<file path="config.mk">
export PLATFORM = sky130hd
export DESIGN_NAME = earliest_free_server_dispatch
export DESIGN_NICKNAME = d
export VERILOG_FILES = /design/src/efsd_pkg.sv /design/src/efsd_cell.sv /design/src/efsd_chain.sv /design/src/earliest_free_server_dispatch.sv
export SDC_FILE = /design/constraint.sdc
export NUM_CORES = 2
export LEC_CHECK = 0
export BUFFER_PORTS_ARGS = -buffer_cell sky130_fd_sc_hd__buf_4
export CORE_AREA = 2 2 413 415
export DETAILED_ROUTE_END_ITERATION = 10
export DIE_AREA = 0 0 415 417
export HOLD_SLACK_MARGIN = 0.02
export PLACE_DENSITY_LB_ADDON = 0.12
export SLEW_MARGIN = 0
export SYNTH_ARGS = -nofsm -noshare
export SYNTH_HDL_FRONTEND = slang
export SYNTH_SLANG_ARGS = --single-unit
</file>
<file path="constraint.sdc">
create_clock -name aclk -period 5.8 [get_ports aclk]
set_clock_uncertainty 0.05 [all_clocks]
set_input_delay 0.58 -clock aclk [delete_from_list [all_inputs] [get_ports aclk]]
set_output_delay 0.58 -clock aclk [all_outputs]
set_load 0.01 [all_outputs]
</file>
<file path="src/efsd_pkg.sv">
// Shared types and constants for the earliest-free-server dispatcher.
package efsd_pkg;

    localparam int IDX_W    = 4;
    localparam int TIME_W   = 8;
    localparam int BUSY_W   = 32;
    localparam int COUNT_W  = 8;
    localparam int ACTIVE_W = 5;
    localparam int PADDR_W  = 3;
    localparam int MAX_CELLS = 16;

    // Input actions carried in s_tuser
    localparam logic ACT_LOAD     = 1'b0;
    localparam logic ACT_DISPATCH = 1'b1;

    // Register byte addresses
    localparam logic [PADDR_W-1:0] ADDR_ACTIVE = 3'd0;

    // Search token that walks the cell row
    typedef struct packed {
        logic              valid;
        logic              found;
        logic [IDX_W-1:0]  idx;
        logic [BUSY_W-1:0] busy;
        logic [TIME_W-1:0] ptime;
    } scan_t;

    // Broadcast write to the cell row
    typedef struct packed {
        logic              en;
        logic              load;
        logic [IDX_W-1:0]  idx;
        logic [TIME_W-1:0] ptime;
        logic [BUSY_W-1:0] busy;
    } wr_t;

    typedef enum logic [1:0] {
        ST_IDLE,
        ST_SCAN,
        ST_MUL,
        ST_ADD
    } state_t;

endpackage

</file>
<file path="src/efsd_cell.sv">
// One server cell: holds per-item and busy-until times, updates the passing search token.
module efsd_cell #(
    parameter int CELL_IDX = 0
) (
    input  logic                            aclk,
    input  logic                            aresetn,
    input  logic [efsd_pkg::ACTIVE_W-1:0]   active_count,
    input  efsd_pkg::wr_t                   wr,
    input  efsd_pkg::scan_t                 scan_in,
    output efsd_pkg::scan_t                 scan_out
);

    localparam logic [efsd_pkg::IDX_W-1:0]    MY_IDX  = efsd_pkg::IDX_W'(CELL_IDX);
    localparam logic [efsd_pkg::ACTIVE_W-1:0] MY_RANK = efsd_pkg::ACTIVE_W'(CELL_IDX);

    logic [efsd_pkg::TIME_W-1:0] time_reg, time_next;
    logic [efsd_pkg::BUSY_W-1:0] busy_reg, busy_next;
    efsd_pkg::scan_t             scan_reg, scan_next;
    logic                        take;

    // Table writes addressed to this server
    always_comb begin
        time_next = time_reg;
        busy_next = busy_reg;
        if (wr.en && (wr.idx == MY_IDX)) begin
            if (wr.load) begin
                time_next = wr.ptime;
                busy_next = '0;
            end else begin
                busy_next = wr.busy;
            end
        end
    end

    // Strict less-than keeps ties on the lower index
    assign take = (MY_RANK < active_count) &&
                  (!scan_in.found || (busy_reg < scan_in.busy));

    always_comb begin
        scan_next = scan_in;
        if (scan_in.valid && take) begin
            scan_next.found = 1'b1;
            scan_next.idx   = MY_IDX;
            scan_next.busy  = busy_reg;
            scan_next.ptime = time_reg;
        end
    end

    // Tables and token; the tables and the token valid bit are reset, the token payload is not
    always_ff @(posedge aclk) begin
        if (!aresetn) begin
            time_reg       <= efsd_pkg::TIME_W'(1);
            busy_reg       <= '0;
            scan_reg.valid <= 1'b0;
        end else begin
            time_reg       <= time_next;
            busy_reg       <= busy_next;
            scan_reg.valid <= scan_next.valid;
        end
        scan_reg.found <= scan_next.found;
        scan_reg.idx   <= scan_next.idx;
        scan_reg.busy  <= scan_next.busy;
        scan_reg.ptime <= scan_next.ptime;
    end

    assign scan_out = scan_reg;

endmodule

</file>
<file path="src/efsd_chain.sv">
// Row of server cells; the search token moves one cell per cycle.
module efsd_chain #(
    parameter int NUM_CELLS = 16
) (
    input  logic                            aclk,
    input  logic                            aresetn,
    input  logic [efsd_pkg::ACTIVE_W-1:0]   active_count,
    input  efsd_pkg::wr_t                   wr,
    input  efsd_pkg::scan_t                 scan_in,
    output efsd_pkg::scan_t                 scan_out
);

    efsd_pkg::scan_t link [NUM_CELLS+1];

    assign link[0] = scan_in;

    for (genvar i = 0; i < NUM_CELLS; i++) begin : g_cell
        efsd_cell #(
            .CELL_IDX (i)
        ) u_cell (
            .aclk         (aclk),
            .aresetn      (aresetn),
            .active_count (active_count),
            .wr           (wr),
            .scan_in      (link[i]),
            .scan_out     (link[i+1])
        );
    end

    assign scan_out = link[NUM_CELLS];

endmodule

</file>
<file path="src/earliest_free_server_dispatch.sv">
// Top level of the earliest-free-server dispatcher: control, output register, APB register.
//
// Input stream (s_*): one request per item. s_tuser selects load (0) or dispatch (1);
// s_tlast marks the final job of a batch. A load sets one server's per-item time and
// clears its busy time; it produces no result and completes in the accept cycle.
// A dispatch sends a search token down a row of min(NUM_SERVERS,16) server cells, one
// cell per cycle, then multiplies per-item time by item count and adds, saturating at
// 2^32-1. A dispatch result is registered after the token walks the cell row and the
// multiply (ST_MUL) and add (ST_ADD) states; the next request is accepted in the cycle
// after the write-back, so a new dispatch is not taken before the last one is through.
// Output stream (m_*): one result per dispatch, held in an output register until
// taken; m_tlast echoes the final-job mark. While a result waits, a new request is
// still accepted; a dispatch then holds before its write-back until the output frees.
// APB port: register 0 (byte address 0) is active_servers, reset 16; zero acts as one,
// values above the cell count act as the cell count. Write only while idle.
// Reset (aresetn, synchronous, active low): per-item times become one, busy times and
// the makespan zero, no result pending.
module earliest_free_server_dispatch #(
    parameter int NUM_SERVERS = 16
) (
    input  logic                            aclk,
    input  logic                            aresetn,
    // APB configuration
    input  logic                            psel,
    input  logic                            penable,
    input  logic                            pwrite,
    input  logic [efsd_pkg::PADDR_W-1:0]    paddr,
    input  logic [31:0]                     pwdata,
    output logic [31:0]                     prdata,
    output logic                            pready,
    // Input stream
    input  logic                            s_tvalid,
    output logic                            s_tready,
    // [3:0] server_index, [11:4] per_item_time, [19:12] item_count, [23:20] zero
    input  logic [23:0]                     s_tdata,
    // [0] action
    input  logic                            s_tuser,
    input  logic                            s_tlast,
    // Result stream
    output logic                            m_tvalid,
    input  logic                            m_tready,
    // [3:0] assigned_server, [35:4] finish_time, [67:36] makespan, [71:68] zero
    output logic [71:0]                     m_tdata,
    output logic                            m_tlast
);

    localparam int NUM_CELLS = (NUM_SERVERS < efsd_pkg::MAX_CELLS) ?
                               NUM_SERVERS : efsd_pkg::MAX_CELLS;
    localparam logic [efsd_pkg::ACTIVE_W-1:0] LIMIT = efsd_pkg::ACTIVE_W'(NUM_CELLS);

    efsd_pkg::state_t state_reg, state_next;

    logic [efsd_pkg::ACTIVE_W-1:0] active_reg;
    logic [efsd_pkg::ACTIVE_W-1:0] usable;

    logic [efsd_pkg::COUNT_W-1:0]  count_reg;
    logic                          last_reg;
    logic [efsd_pkg::IDX_W-1:0]    best_idx_reg;
    logic [efsd_pkg::BUSY_W-1:0]   best_busy_reg;
    logic [efsd_pkg::TIME_W-1:0]   best_time_reg;
    logic [efsd_pkg::TIME_W+efsd_pkg::COUNT_W-1:0] prod_reg;
    logic [efsd_pkg::BUSY_W-1:0]   span_reg;

    logic                          m_valid_reg;
    logic [efsd_pkg::IDX_W-1:0]    m_server_reg;
    logic [efsd_pkg::BUSY_W-1:0]   m_finish_reg;
    logic [efsd_pkg::BUSY_W-1:0]   m_span_reg;
    logic                          m_last_reg;

    logic                          s_accept;
    logic                          cfg_write;
    logic                          out_free;
    logic                          commit;
    logic [efsd_pkg::BUSY_W:0]     sum;
    logic [efsd_pkg::BUSY_W-1:0]   finish;
    logic [efsd_pkg::BUSY_W-1:0]   span_new;

    efsd_pkg::wr_t                 wr;
    efsd_pkg::scan_t               scan_in;
    efsd_pkg::scan_t               scan_out;

    // Request fields
    logic [efsd_pkg::IDX_W-1:0]    in_server;
    logic [efsd_pkg::TIME_W-1:0]   in_time;
    logic [efsd_pkg::COUNT_W-1:0]  in_count;

    assign in_server = s_tdata[3:0];
    assign in_time   = s_tdata[11:4];
    assign in_count  = s_tdata[19:12];

    // APB register
    assign pready    = 1'b1;
    assign cfg_write = psel && penable && pwrite && (paddr == efsd_pkg::ADDR_ACTIVE);
    assign prdata    = (paddr == efsd_pkg::ADDR_ACTIVE) ? {27'd0, active_reg} : 32'd0;

    // Active count clamped to the cell row
    always_comb begin
        usable = active_reg;
        if (usable == '0) begin
            usable = efsd_pkg::ACTIVE_W'(1);
        end
        if (usable > LIMIT) begin
            usable = LIMIT;
        end
    end

    // Write-back arithmetic: saturating busy plus product
    assign sum      = {1'b0, best_busy_reg} + (efsd_pkg::BUSY_W+1)'(prod_reg);
    assign finish   = sum[efsd_pkg::BUSY_W] ? {efsd_pkg::BUSY_W{1'b1}}
                                            : sum[efsd_pkg::BUSY_W-1:0];
    assign span_new = (finish > span_reg) ? finish : span_reg;

    assign out_free = !m_valid_reg || m_tready;
    assign s_accept = s_tvalid && s_tready;

    // Control: next state, handshake, cell-row write and token injection
    always_comb begin
        state_next = state_reg;
        s_tready   = 1'b0;
        commit     = 1'b0;
        wr         = '0;
        scan_in    = '0;
        case (state_reg)
            efsd_pkg::ST_IDLE: begin
                s_tready = 1'b1;
                if (s_tvalid) begin
                    if (s_tuser == efsd_pkg::ACT_DISPATCH) begin
                        scan_in.valid = 1'b1;
                        state_next    = efsd_pkg::ST_SCAN;
                    end else begin
                        wr.en    = 1'b1;
                        wr.load  = 1'b1;
                        wr.idx   = in_server;
                        wr.ptime = in_time;
                    end
                end
            end
            efsd_pkg::ST_SCAN: begin
                if (scan_out.valid) begin
                    state_next = efsd_pkg::ST_MUL;
                end
            end
            efsd_pkg::ST_MUL: begin
                state_next = efsd_pkg::ST_ADD;
            end
            efsd_pkg::ST_ADD: begin
                if (out_free) begin
                    commit     = 1'b1;
                    wr.en      = 1'b1;
                    wr.idx     = best_idx_reg;
                    wr.busy    = finish;
                    state_next = efsd_pkg::ST_IDLE;
                end
            end
            default: begin
                state_next = efsd_pkg::ST_IDLE;
            end
        endcase
    end

    // Control registers
    always_ff @(posedge aclk) begin
        if (!aresetn) begin
            state_reg   <= efsd_pkg::ST_IDLE;
            active_reg  <= efsd_pkg::ACTIVE_W'(16);
            span_reg    <= '0;
            m_valid_reg <= 1'b0;
        end else begin
            state_reg <= state_next;
            if (cfg_write) begin
                active_reg <= pwdata[efsd_pkg::ACTIVE_W-1:0];
            end
            if (commit) begin
                span_reg    <= span_new;
                m_valid_reg <= 1'b1;
            end else if (m_tready) begin
                m_valid_reg <= 1'b0;
            end
        end
    end

    // Job and result payload
    always_ff @(posedge aclk) begin
        if (s_accept) begin
            count_reg <= in_count;
            last_reg  <= s_tlast;
        end
        if ((state_reg == efsd_pkg::ST_SCAN) && scan_out.valid) begin
            best_idx_reg  <= scan_out.idx;
            best_busy_reg <= scan_out.busy;
            best_time_reg <= scan_out.ptime;
        end
        if (state_reg == efsd_pkg::ST_MUL) begin
            prod_reg <= best_time_reg * count_reg;
        end
        if (commit) begin
            m_server_reg <= best_idx_reg;
            m_finish_reg <= finish;
            m_span_reg   <= span_new;
            m_last_reg   <= last_reg;
        end
    end

    efsd_chain #(
        .NUM_CELLS (NUM_CELLS)
    ) u_chain (
        .aclk         (aclk),
        .aresetn      (aresetn),
        .active_count (usable),
        .wr           (wr),
        .scan_in      (scan_in),
        .scan_out     (scan_out)
    );

    assign m_tvalid = m_valid_reg;
    assign m_tdata  = {4'd0, m_span_reg, m_finish_reg, m_server_reg};
    assign m_tlast  = m_last_reg;

endmodule
</file>
# Yosys cells after proc, flatten, opt, wreduce, memory -nomap -nowiden
# Cells that the tools add are included.
# op_classes
add_sub_neg	1
multipliers	1
magnitude_cmp	33
n_eq_ne	22
muxes	44
reduce_logical	106
# op_table
cell	n
$mux 40	15
$lt 32x32->1	15
$mux 32	5
$logic_and 1x1->1	52
$mux 45	1
$lt 4x5->1 const A	8
$add 32x16->33	1
$eq 4x4->1 const B	8
$gt 32x32->1	1
$reduce_and 2->1	16
$mux 14	2
$lt 3x5->1 const A	4
$eq 4x3->1 const B	4
$logic_not 1->1	16
$logic_or 1x1->1	16
$mul 8x8->16	1
$mux 5	3
$lt 1x5->1 const A	2
$lt 2x5->1 const A	2
$mux 1	9
$eq 4x2->1 const B	2
$mux 2	4
$mux 8	1
$pmux 2 s4	1
15 further kinds	18
# word_totals
reg_bits	1553
input_bits	68

# Longest topological paths before layout
# depth
ltp_word	8
ltp_mapped	22
depth_no_buf	19

# Hierarchy
# Synthesis repeated with hierarchy kept, for this count alone.
# hier_totals
hier_cells	7528
hier_area_um2	75586.2
# by_module_without_submodules
module	n_inst	cells_each	area_per_inst_um2
earliest_free_server_dispatch	1	1052	10994.3
efsd_cell at u_chain.g_cell[9].u_cell	1	532	4687.0
efsd_cell at u_chain.g_cell[13].u_cell	1	533	4650.7
efsd_cell at u_chain.g_cell[10].u_cell	1	393	4076.4
efsd_cell at u_chain.g_cell[5].u_cell	1	388	4026.4
efsd_cell at u_chain.g_cell[4].u_cell	1	393	4025.1
efsd_cell at u_chain.g_cell[0].u_cell	1	380	4022.6
efsd_cell at u_chain.g_cell[6].u_cell	1	393	4022.6
efsd_cell at u_chain.g_cell[7].u_cell	1	387	4021.4
efsd_cell at u_chain.g_cell[8].u_cell	1	392	4012.6
efsd_cell at u_chain.g_cell[14].u_cell	1	392	3888.7
efsd_cell at u_chain.g_cell[2].u_cell	1	380	3887.5
efsd_cell at u_chain.g_cell[15].u_cell	1	380	3863.7
efsd_cell at u_chain.g_cell[11].u_cell	1	384	3860.0
+3 rows	n/a	n/a	n/a

# Worst setup path before layout
# OpenSTA, ideal clock, no wires.
# synth_path
path_type	reg-to-reg
from	register best_busy_reg[0] (netlist bit)
to	register m_span_reg[28] (netlist bit), data pin
arrival_time_ns	4.274
setup_slack_ns	1.209
path_stages_with_launch	21
period_less_slack_ns	4.591
path_cell_list	edfxtp_1 > ha_1 > fa_1 > a211oi_1 > o211ai_2 > and3_1 > o21a_1 > buf_6 > nand2_4 > buf_6 > buf_8 > buf_4 > nand2_1 > ha_1 > nand4_1 > a2111o_1 > o211ai_1 > a21oi_1 > nor2_1 > clkbuf_1 > o21ai_0
# synth_between
elab_chain_cells	4
# synth_lines
element	line_no	text
start, declared	earliest_free_server_dispatch.sv:59	logic [efsd_pkg::BUSY_W-1:0] best_busy_reg;
start signal, assigned	earliest_free_server_dispatch.sv:190	best_busy_reg <= scan_out.busy;
$add 32x16->33	earliest_free_server_dispatch.sv:108	assign sum = {1'b0, best_busy_reg} + (efsd_pkg::BUSY_W+1)'(prod_reg);
$mux 32	earliest_free_server_dispatch.sv:109	assign finish = sum[efsd_pkg::BUSY_W] ? {efsd_pkg::BUSY_W{1'b1}}
named net finish, one bit	earliest_free_server_dispatch.sv:75	logic [efsd_pkg::BUSY_W-1:0] finish;
$gt 32x32->1	earliest_free_server_dispatch.sv:111	assign span_new = (finish > span_reg) ? finish : span_reg;
$mux 32	earliest_free_server_dispatch.sv:111	
named net span_new, one bit	earliest_free_server_dispatch.sv:76	logic [efsd_pkg::BUSY_W-1:0] span_new;
end signal, assigned	earliest_free_server_dispatch.sv:199	m_span_reg <= span_new;
end, declared	earliest_free_server_dispatch.sv:67	logic [efsd_pkg::BUSY_W-1:0] m_span_reg;
# The timed path passes the listed nets, and every way through them passes these cells.
# A chain may end at the register's enable or synchronous reset.

# Final worst setup path
# layout_path
from	register best_busy_reg[0] (netlist bit)
to	register span_reg[9] (netlist bit)
# layout_between
elab_chain_cells	4
# layout_lines
element	line_no	text
$add 32x16->33	earliest_free_server_dispatch.sv:108	
$mux 32	earliest_free_server_dispatch.sv:109	
named net finish, one bit	earliest_free_server_dispatch.sv:75	
$gt 32x32->1	earliest_free_server_dispatch.sv:111	
$mux 32	earliest_free_server_dispatch.sv:111	
end signal, assigned	earliest_free_server_dispatch.sv:174	span_reg <= span_new;
end, declared	earliest_free_server_dispatch.sv:62	logic [efsd_pkg::BUSY_W-1:0] span_reg;
# The timed path passes the listed nets, and every way through them passes these cells.

==> flow_summary.ini <==
[logic_synthesis]
synth_most_common_cell = dfxtp_1
syn-instance-count = 6796
yosysSeqAreaShare = 0.479
synth_common_cells = dfxtp_1, nand2_1, inv_1, mux2_2, ha_1
synth.distinct_cells = 97
synth_top_area_frac = 0.418
avgSynthCellArea_um2 = 9.87
ys.warnings.count = 0
ys.flop_type = dfxtp_1
synth_async_sr_flop_share = 0
yosysTopAreaCell = dfxtp_1
synth_edf_count = 138
ys_ff_latch = 1538
synthTopCellsByArea = dfxtp_1, ha_1, mux2_2
netlist_area_um2 = 67100

[timing]
setup_viol_count_final = 0
relSlewSlack = 0.188
setup_tns_ns = 0
tightest_slew_ns = 1.22
fin_crit_sh = 0.927
min_period_ns = 5.37
fmax_mhz = 186
slew_viol_final = 0
rsz0062_at_grt = no
hold_viol_final = 0

[final_layout]
post-route-util = 0.451
fillers = 16100
fin_nets = 7555
finalInstanceArea_um2 = 76000
syn2layout_area_growth_pct = 13.2
drive_gt1_frac = 0.171
layout.cells.non_filler = 9258
largest_register_ffs = 720

[floorplanning]
die_h_um = 417
start_util = 0.398
io_pins = 176
core_area_um2 = 169000
rows = 151
dieWidth_um = 415
dieArea_um2 = 173000

[detailed_routing]
dr.pass1.iters = 7
viasPerCell = 5.05
wl_per_cell_um = 18.7
drt_wl_total_um = 174000
num_vias = 46700
ant_nets = 0
drt_iter0_markers = 2485
drc = 0

[clock_network]
ctsLongestPathBuffers = 3
cts_tree = yes
cts_buffers = 166
clock_latency_ns = 0.79
numClockSinks = 1538
cts_setup_buffers = 0
htreeDepth = 4
root_buffer = clkbuf_16
cts.clk_slew.worst_paths_ns = 0.06

[power_and_ir_drop]
power_density_nw_per_um2 = 355
p_sw_w = 0.00756
power_w = 0.0270
comb_power_share = 0.180
swShare = 0.280
p_leak_nw = 30.6
clkPwrFrac = 0.401
ir_drop_uv = 557
seq_power_share = 0.419
p_int_w = 0.0194

[critical_path]
slowest_stage = fa_1
worst-setup-path-type = register to register
cpPeakStageDelay_ns = 0.43
crit_required_ns = 6.44
worstPathArrival_ns = 6.02
cp.buffers_inverters = 2
r2r_cells = 18
crit_family = compound AO/OA/AOI/OAI gates
timing.rr.start = best_busy_reg[0]
rrSetupSlack_ns = 0.43
start_kind = register
r2r-end = span_reg[9]
worstSetupEndpointType = register
path_cells = ha_1 -> fa_1 -> a211oi_1 -> o211ai_2 -> and3_1 -> o21a_1 -> buf_4 -> a21oi_1 -> a2bb2oi_2 -> ha_1 -> a21o_1 -> a221o_1 -> a221oi_1 -> o21ai_0 -> a21oi_2 -> nor3_4 -> buf_4 -> a311oi_1
critical_path.max_fanout = 36

[flow_run]
maxCapViolCount = 0

[global_route]
grt.overflow.total = 0
grt_antenna_before_repair = 4
grtUsageTotal = 0.197
first_global_vias = 46700
grt_max_degree = 163
grt_first_pass_wirelength_um = 269000

[placement]
gp_congestion = 0.825
numPlacedInstances = 8931
place_area_um2 = 70100
dpl.hpwl_um = 125000
port_buffers = 112

[outcome]
status = complete, no violations

[min_path]
hp-class = input pin to register
min_from = aresetn
min_to = active_reg[4]
holdPathStages = 2
-- per-stage QoR --
stage          worst slack [ns]  hold slack [ns]
5_1_grt                  0.0992           0.0875
3_5_place_dp              0.386            0.339
6_report                  0.426            0.117
4_1_cts                   0.358           0.0679
3_3_place_gp              0.427            0.336
2_1_floorplan              1.21            0.336
-- placed cells by master (no fill, tap or decap), drive strengths merged, types with 8 or more instances in the layout --
master / n
and4: 9
conb: 32
mux2i: 16
nor2: 263
ha: 553
or2: 13
mux2: 602
nor3: 36
clkbuf: 244
o21ai: 317
o211ai: 28
a32o: 18
inv: 583
edfxtp: 138
a31oi: 12
buf: 230
nand4: 81
o21a: 17
o31ai: 15
nand2b: 44
fa: 37
dfxtp: 1400
xor2: 13
nor4: 8
bufinv: 12
a21o: 112
and2: 155
nor2b: 24
a22oi: 65
a211oi: 36
nand2: 950
a2111oi: 21
xnor2: 13
nand3: 235
a21oi: 545
and3: 14
clkinv: 37
a311oi: 12
dlygate4sd3: 15
-- how the worst max path moves through the flow --
stage | start | end | slack, ns | cells after the start
detailed placement | best_busy_reg[0] | m_span_reg[13] | 0.39 | 17
finish | best_busy_reg[0] | span_reg[9] | 0.43 | 18
global placement | best_busy_reg[0] | m_span_reg[5] | 0.43 | 17
global route | prod_reg[0] | m_span_reg[0] | 0.1 | 18
floorplan | best_busy_reg[0] | m_span_reg[28] | 1.21 | 20
CTS | best_busy_reg[0] | m_span_reg[29] | 0.36 | 18
-- final cells by class --
| class | instances | area, um2 | area share |
|---|---|---|---|
| Clock buffer | 243 | 4890 | 0.0643 |
| Multi-Input combinational cell | 4368 | 31200 | 0.411 |
| Inverter | 577 | 2170 | 0.0286 |
| Sequential cell | 1538 | 32200 | 0.423 |
| Timing Repair Buffer | 246 | 1950 | 0.0257 |
| Antenna cell | 7 | 17.5 | 0.000231 |
| Tap cell | 2218 | 2780 | 0.0365 |
| Clock inverter | 61 | 774 | 0.0102 |
-- timing repair --
action	in CTS	in global routing
endpoints found under the setup margin	0	31
hold buffers	15	0
hold endpoints to repair	15	0
resized for setup	0	2
-- cells by family after synthesis --
kind of cell,share of synthesized area
muxes,0.104
other,0.000112
xor gates and xnor gates,0.00339
adders and majority gates,0.114
and+or+nand+nor,0.125
DFF,0.479
buffers and inverters,0.0585
AOI/OAI and AO/OA,0.116
-- per-layer routing --
| layer | wire [um] | GRT usage | vias up |
|---|---|---|---|
| li1 | - | - | 23400 |
| met1 | 77600 | 0.244 | 22400 |
| met2 | 84600 | 0.347 | 686 |
| met3 | 5770 | 0.0301 | 275 |
| met4 | 5600 | 0.0705 | 0 |
| met5 | 0 | 0 | - |
-- power groups by stage --
| stage | Sequential (W) | Clock [W] | Combinational [W] |
|---|---|---|---|
| 2_1_floorplan | 0.0115 | 0 | 0.00337 |
| 3_3_place_gp | 0.0115 | 0 | 0.00496 |
| 3_5_place_dp | 0.0115 | 0 | 0.00495 |
| 4_1_cts | 0.0113 | 0.0111 | 0.00500 |
| 5_1_grt | 0.0113 | 0.0116 | 0.00544 |
| 6_report | 0.0113 | 0.0108 | 0.00486 |
No activity file was read; power rests on OpenSTA's default activity.
